===== src/rtl/core/bsdc_pkg.sv =====
// Shared types, codes and constants of the block state data cache.
`default_nettype none
package bsdc_pkg;
   localparam int CACHE_BYTES  = 65536;
   localparam int LOCKED_BYTES = 16384;
   localparam int BLOCK_BYTES  = 32;
   localparam int ROW_BITS     = BLOCK_BYTES * 8;
   localparam int OFF_W        = $clog2(BLOCK_BYTES);
   localparam int LOCK_W       = $clog2(LOCKED_BYTES);
   localparam int SPAD_ROWS    = LOCKED_BYTES / BLOCK_BYTES;
   localparam int SPAD_ROW_W   = $clog2(SPAD_ROWS);
   localparam int BASE_W       = 32 - LOCK_W;
   localparam int QUEUE_DEPTH  = 4;
   localparam int QPTR_W       = $clog2(QUEUE_DEPTH);
   localparam int DMA_CNT_W    = 15;

   typedef enum logic [3:0] {
      ACT_READ        = 4'd0,
      ACT_WRITE       = 4'd1,
      ACT_FLUSH       = 4'd2,
      ACT_INVALIDATE  = 4'd3,
      ACT_STORE       = 4'd4,
      ACT_TOUCH       = 4'd5,
      ACT_TOUCH_STORE = 4'd6,
      ACT_ZERO        = 4'd7,
      ACT_ZERO_LOCKED = 4'd8,
      ACT_DMA_LOAD    = 4'd9,
      ACT_DMA_STORE   = 4'd10
   } action_type;

   localparam logic [0:0] CSR_FREEZE        = 1'd0;
   localparam logic [0:0] CSR_LOCKED_ENABLE = 1'd1;

   typedef struct packed {
      logic [3:0]        action;
      logic              in_cache;
      logic [31:0]       address;
      logic [31:0]       aligned;
      logic [1:0]        access_size;
      logic [63:0]       write_data;
      logic [LOCK_W-1:0] locked_offset;
      logic [9:0]        burst_count;
   } op_type;

   typedef struct packed {
      logic   valid;
      op_type head;
   } queue_out_type;
endpackage
`default_nettype wire


===== src/rtl/core/bsdc_front.sv =====
// Front end: accepts transactions, aligns and classifies them, and queues them.
`default_nettype none
module bsdc_front #(
   parameter int CACHE_BYTES = bsdc_pkg::CACHE_BYTES
) (
   input  wire                            clock,
   input  wire                            reset,
   input  wire                            req_valid,
   output logic                           req_stall,
   input  wire  [3:0]                     req_action,
   input  wire  [31:0]                    req_address,
   input  wire  [1:0]                     req_access_size,
   input  wire  [63:0]                    req_write_data,
   input  wire  [bsdc_pkg::LOCK_W-1:0]    req_locked_offset,
   input  wire  [9:0]                     req_burst_count,
   input  wire                            clearing,
   input  wire                            pop,
   output bsdc_pkg::queue_out_type        queue_out
);
   localparam int D = bsdc_pkg::QUEUE_DEPTH;
   localparam int PW = bsdc_pkg::QPTR_W;

   bsdc_pkg::op_type entry_ff [D];
   bsdc_pkg::op_type new_op;
   logic [PW-1:0] wptr_ff, wptr_in, rptr_ff, rptr_in;
   logic [PW:0]   count_ff, count_in;
   logic          push, do_pop;
   logic [31:0]   mask;

   always_comb begin
      mask = ~((32'd1 << req_access_size) - 32'd1);
      new_op.action        = req_action;
      new_op.address       = req_address;
      new_op.aligned       = req_address & mask;
      new_op.in_cache      = (req_address & mask) < 32'(CACHE_BYTES);
      new_op.access_size   = req_access_size;
      new_op.write_data    = req_write_data;
      new_op.locked_offset = req_locked_offset;
      new_op.burst_count   = req_burst_count;
   end

   assign req_stall = clearing || (count_ff == (PW+1)'(D));
   assign push      = req_valid && !req_stall;
   assign do_pop    = pop && (count_ff != '0);

   always_comb begin
      wptr_in  = push ? wptr_ff + 1'b1 : wptr_ff;
      rptr_in  = do_pop ? rptr_ff + 1'b1 : rptr_ff;
      count_in = count_ff + (PW+1)'(push) - (PW+1)'(do_pop);
   end

   always_ff @(posedge clock) begin
      if (reset) begin
         wptr_ff  <= '0;
         rptr_ff  <= '0;
         count_ff <= '0;
      end else begin
         wptr_ff  <= wptr_in;
         rptr_ff  <= rptr_in;
         count_ff <= count_in;
      end
      if (push) begin
         entry_ff[wptr_ff] <= new_op;
      end
   end

   assign queue_out.valid = (count_ff != '0);
   assign queue_out.head  = entry_ff[rptr_ff];
endmodule
`default_nettype wire


===== config.mk =====
export PLATFORM = sky130hd
export DESIGN_NAME = bsdc_front
export DESIGN_NICKNAME = d
export VERILOG_FILES = /design/src/rtl/core/bsdc_pkg.sv /design/src/rtl/core/bsdc_front.sv
export SDC_FILE = /design/constraint.sdc
export NUM_CORES = 1
export LEC_CHECK = 0
export BUFFER_PORTS_ARGS = -buffer_cell sky130_fd_sc_hd__buf_2
export CAP_MARGIN = 0
export CORE_ASPECT_RATIO = 1.1
export CORE_MARGIN = 5
export CORE_UTILIZATION = 60
export CTS_BUF_LIST = sky130_fd_sc_hd__clkbuf_8
export CTS_CLUSTER_DIAMETER = 100
export CTS_CLUSTER_SIZE = 30
export DETAILED_ROUTE_END_ITERATION = 12
export PLACE_DENSITY = 0.83
export SLEW_MARGIN = 40
export SYNTH_ARGS = -nofsm -noshare
export SYNTH_HDL_FRONTEND = slang
export SYNTH_SLANG_ARGS = --single-unit
export TNS_END_PERCENT = 100

===== constraint.sdc =====
create_clock -name clock -period 6.4 [get_ports clock]
set_input_delay 0.32 -clock clock [delete_from_list [all_inputs] [get_ports clock]]
set_output_delay 0.32 -clock clock [all_outputs]
set_load 0.01 [all_outputs]

==> out/metrics.csv <==
metric,value,unit
end_kind,output port,
start_util,60.5,%
dr.first_iter.drc_count,1022,
place_inst,1684,
stdcell_area,27400,sq um
antenna_found_initial,3,
rsz0062_at_grt,false,
slowest_delay,0.63,ns
hold_class,in -> reg,
finalHoldViolCount,0,
die-area,43500,sq um
cts_tree,built,
crit_chain,"buf_12, buf_16, mux4_2, buf_2",
port_buffers,291,
layout_setup_ws,3.18,ns
critPathTopFamily,buffers and inverters,
place_ws,3.65,ns
met3_usage,3.47,%
busiest_layer,met2,
ys.warnings.count,0,
irDropWorstVdd,303,uV
worst_pin_slew,0.791,ns
synth-seq-area-share,81.5,%
cp_slowest_cell,dfxtp_4,
dieWidth,199,um
max_slew_margin,47.2,%
netlist_instances,926,
worstPathMaxFanout,54,
p_leak,8.97,nW
dr.pass1.iters,5,
timing.critical_path.buf_inv,3,
routabilityCongestion,0.765,
timing.final.max_slew_violations,0,
core-area,39100,sq um
yosysTopAreaCellShare,80.7,%
cts_made_buffers,25,
setup_viol,0,
vias,10900,
r2r-start,count_ff[1],
stdcell_count,1861,
placed_cell_area,25600,sq um
htreeDepth,1,
post-route-util,70.1,%
grt_pass1_vias,11500,
cts_setup_buffers,0,
drt_wl_total,45400,um
period_share,50.4,%
cts_resized,0,
area_growth,15.8,%
ys_top_cells_by_area,"edfxtp_1, mux4_2, dfxtp_1, buf_6, and2_1",
grt_usage,20.7,%
clock.fmax,310,MHz
vias_per_cell,5.85,
hold_buffers,127,
ant_nets,0,
cts.sinks,645,
finalPower,8.67,mW
yosysTopAreaCell,edfxtp_1,
yosysUniqueCellTypes,27,
ys_ff_latch,645,
grt_use_met1,29.8,%
floorplan.rows,76,
finalClockSkew,0.0453,ns
powerDensity,317,nW/um^2
dpl.hpwl,26500,um
critical_path_class,reg -> out,
pin_count,292,
avgSynthCellArea,25.5,sq um
nets,1472,
fin_crit,3.22,ns
status,"complete, no violations",
path_clk_slew,0.17,ns
use_met2,34.0,%
drc,0,
drv_cap,0,
syn-cell-area,23700,sq um
cts_root_buf,clkbuf_8,
cts_buffer_depth,3,
overflow,0,
clk_latency,0.64,ns
worst-endpoint-required,6.08,ns
worstHoldStart,req_valid,
crit_path_start_kind,flip-flop,
synth_nets,1065,
setup_tns,0,ns
drive_above_1_share,37.0,%
arrival,2.90,ns
hold_slack,0.105,ns
dieHeight,218,um
grt_max_degree,95,
grt_pass1_wl,68400,um
wire_per_inst,24.4,um
layout by cell type, fill, tap and decap left out:
cell / instances
nor2b_1: 1
dlygate4sd3_1: 127
inv_12: 1
edfxtp_1: 636
mux2i_1: 1
buf_6: 4
or3_1: 1
nand2_1: 2
ha_1: 7
a21oi_2: 1
o311ai_0: 1
nor3_1: 3
and2_4: 4
buf_12: 6
fa_1: 1
dfxtp_1: 7
nor2_1: 9
nor4_1: 3
mux2_2: 1
mux4_2: 159
nand2b_1: 5
diode_2: 3
buf_4: 3
inv_1: 25
or2_2: 1
a21boi_0: 1
xor2_1: 2
clkbuf_8: 25
a21o_1: 1
and2_1: 16
buf_2: 291
dfxtp_4: 2
o31a_1: 1
buf_16: 2
xnor2_1: 1
registers in the layout, indices dropped and copies added (netlist names), named ones only:
name / count
count_ff: 3
entry_ff: 636
rptr_ff: 2
wptr_ff: 2
worst min-delay path: cells and delay by family:
kind            cells  cell delay (ns)
compound gates      1             0.08
buf+inv             1             0.10
mux                 1             0.12
simple gates        1             0.08
report_power, final:
part	total, mW	internal (mW)	switching (mW)
clock network	1.48	0.380	1.10
registers	4.96	4.86	0.102
logic	2.24	1.11	1.13
layout make-up:
type	instances	area (sq um)
timing repair buffer	433	2970
fill	2254	11700
clock buffer	25	344
sequential	645	19300
inverter	6	22.5
antenna	3	7.51
multi-input combinational	222	4040
tap	507	634
clock inverter	20	87.6
Yosys cell counts:
cell type	instances
buf_2	17
nand2_1	2
mux2_2	1
o311ai_0	1
or2_2	1
xnor2_1	1
fa_1	1
ha_1	7
inv_1	6
or3_1	1
a21boi_0	1
dfxtp_1	9
nor4_1	3
and2_1	20
xor2_1	2
buf_6	14
mux2i_1	1
nor3_1	3
a21oi_2	1
edfxtp_1	636
nand2b_1	5
nor2b_1	1
o31a_1	1
nor2_1	9
clkbuf_1	22
mux4_2	159
a21o_1	1
metal layers:
layer / vias up / share of wire (%)
met3: 63 / 7.4
met4: 0 / 2.4
li1: 4703 / -
met5: - / 0
met2: 419 / 51
met1: 5704 / 39
cells by family after synthesis:
kind of cell               share of synthesized area, %
muxes                                              15.2
and+or+nand+nor                                    1.06
AOI/OAI and AO/OA                                 0.175
buffers and inverters                              1.47
xor gates and xnor gates                          0.111
adders and majority gates                         0.455
DFF                                                81.5
final timing paths:
path | to | slack [ns] | cells past startpoint
max | queue_out[13] | 3.18 | 4
min | wptr_ff[1] | 0.10 | 4
max reg2reg | entry_ff[0][119] | 3.60 | 5
min reg2reg | wptr_ff[1] | 0.54 | 2
Power figures use the tool's default switching activity.
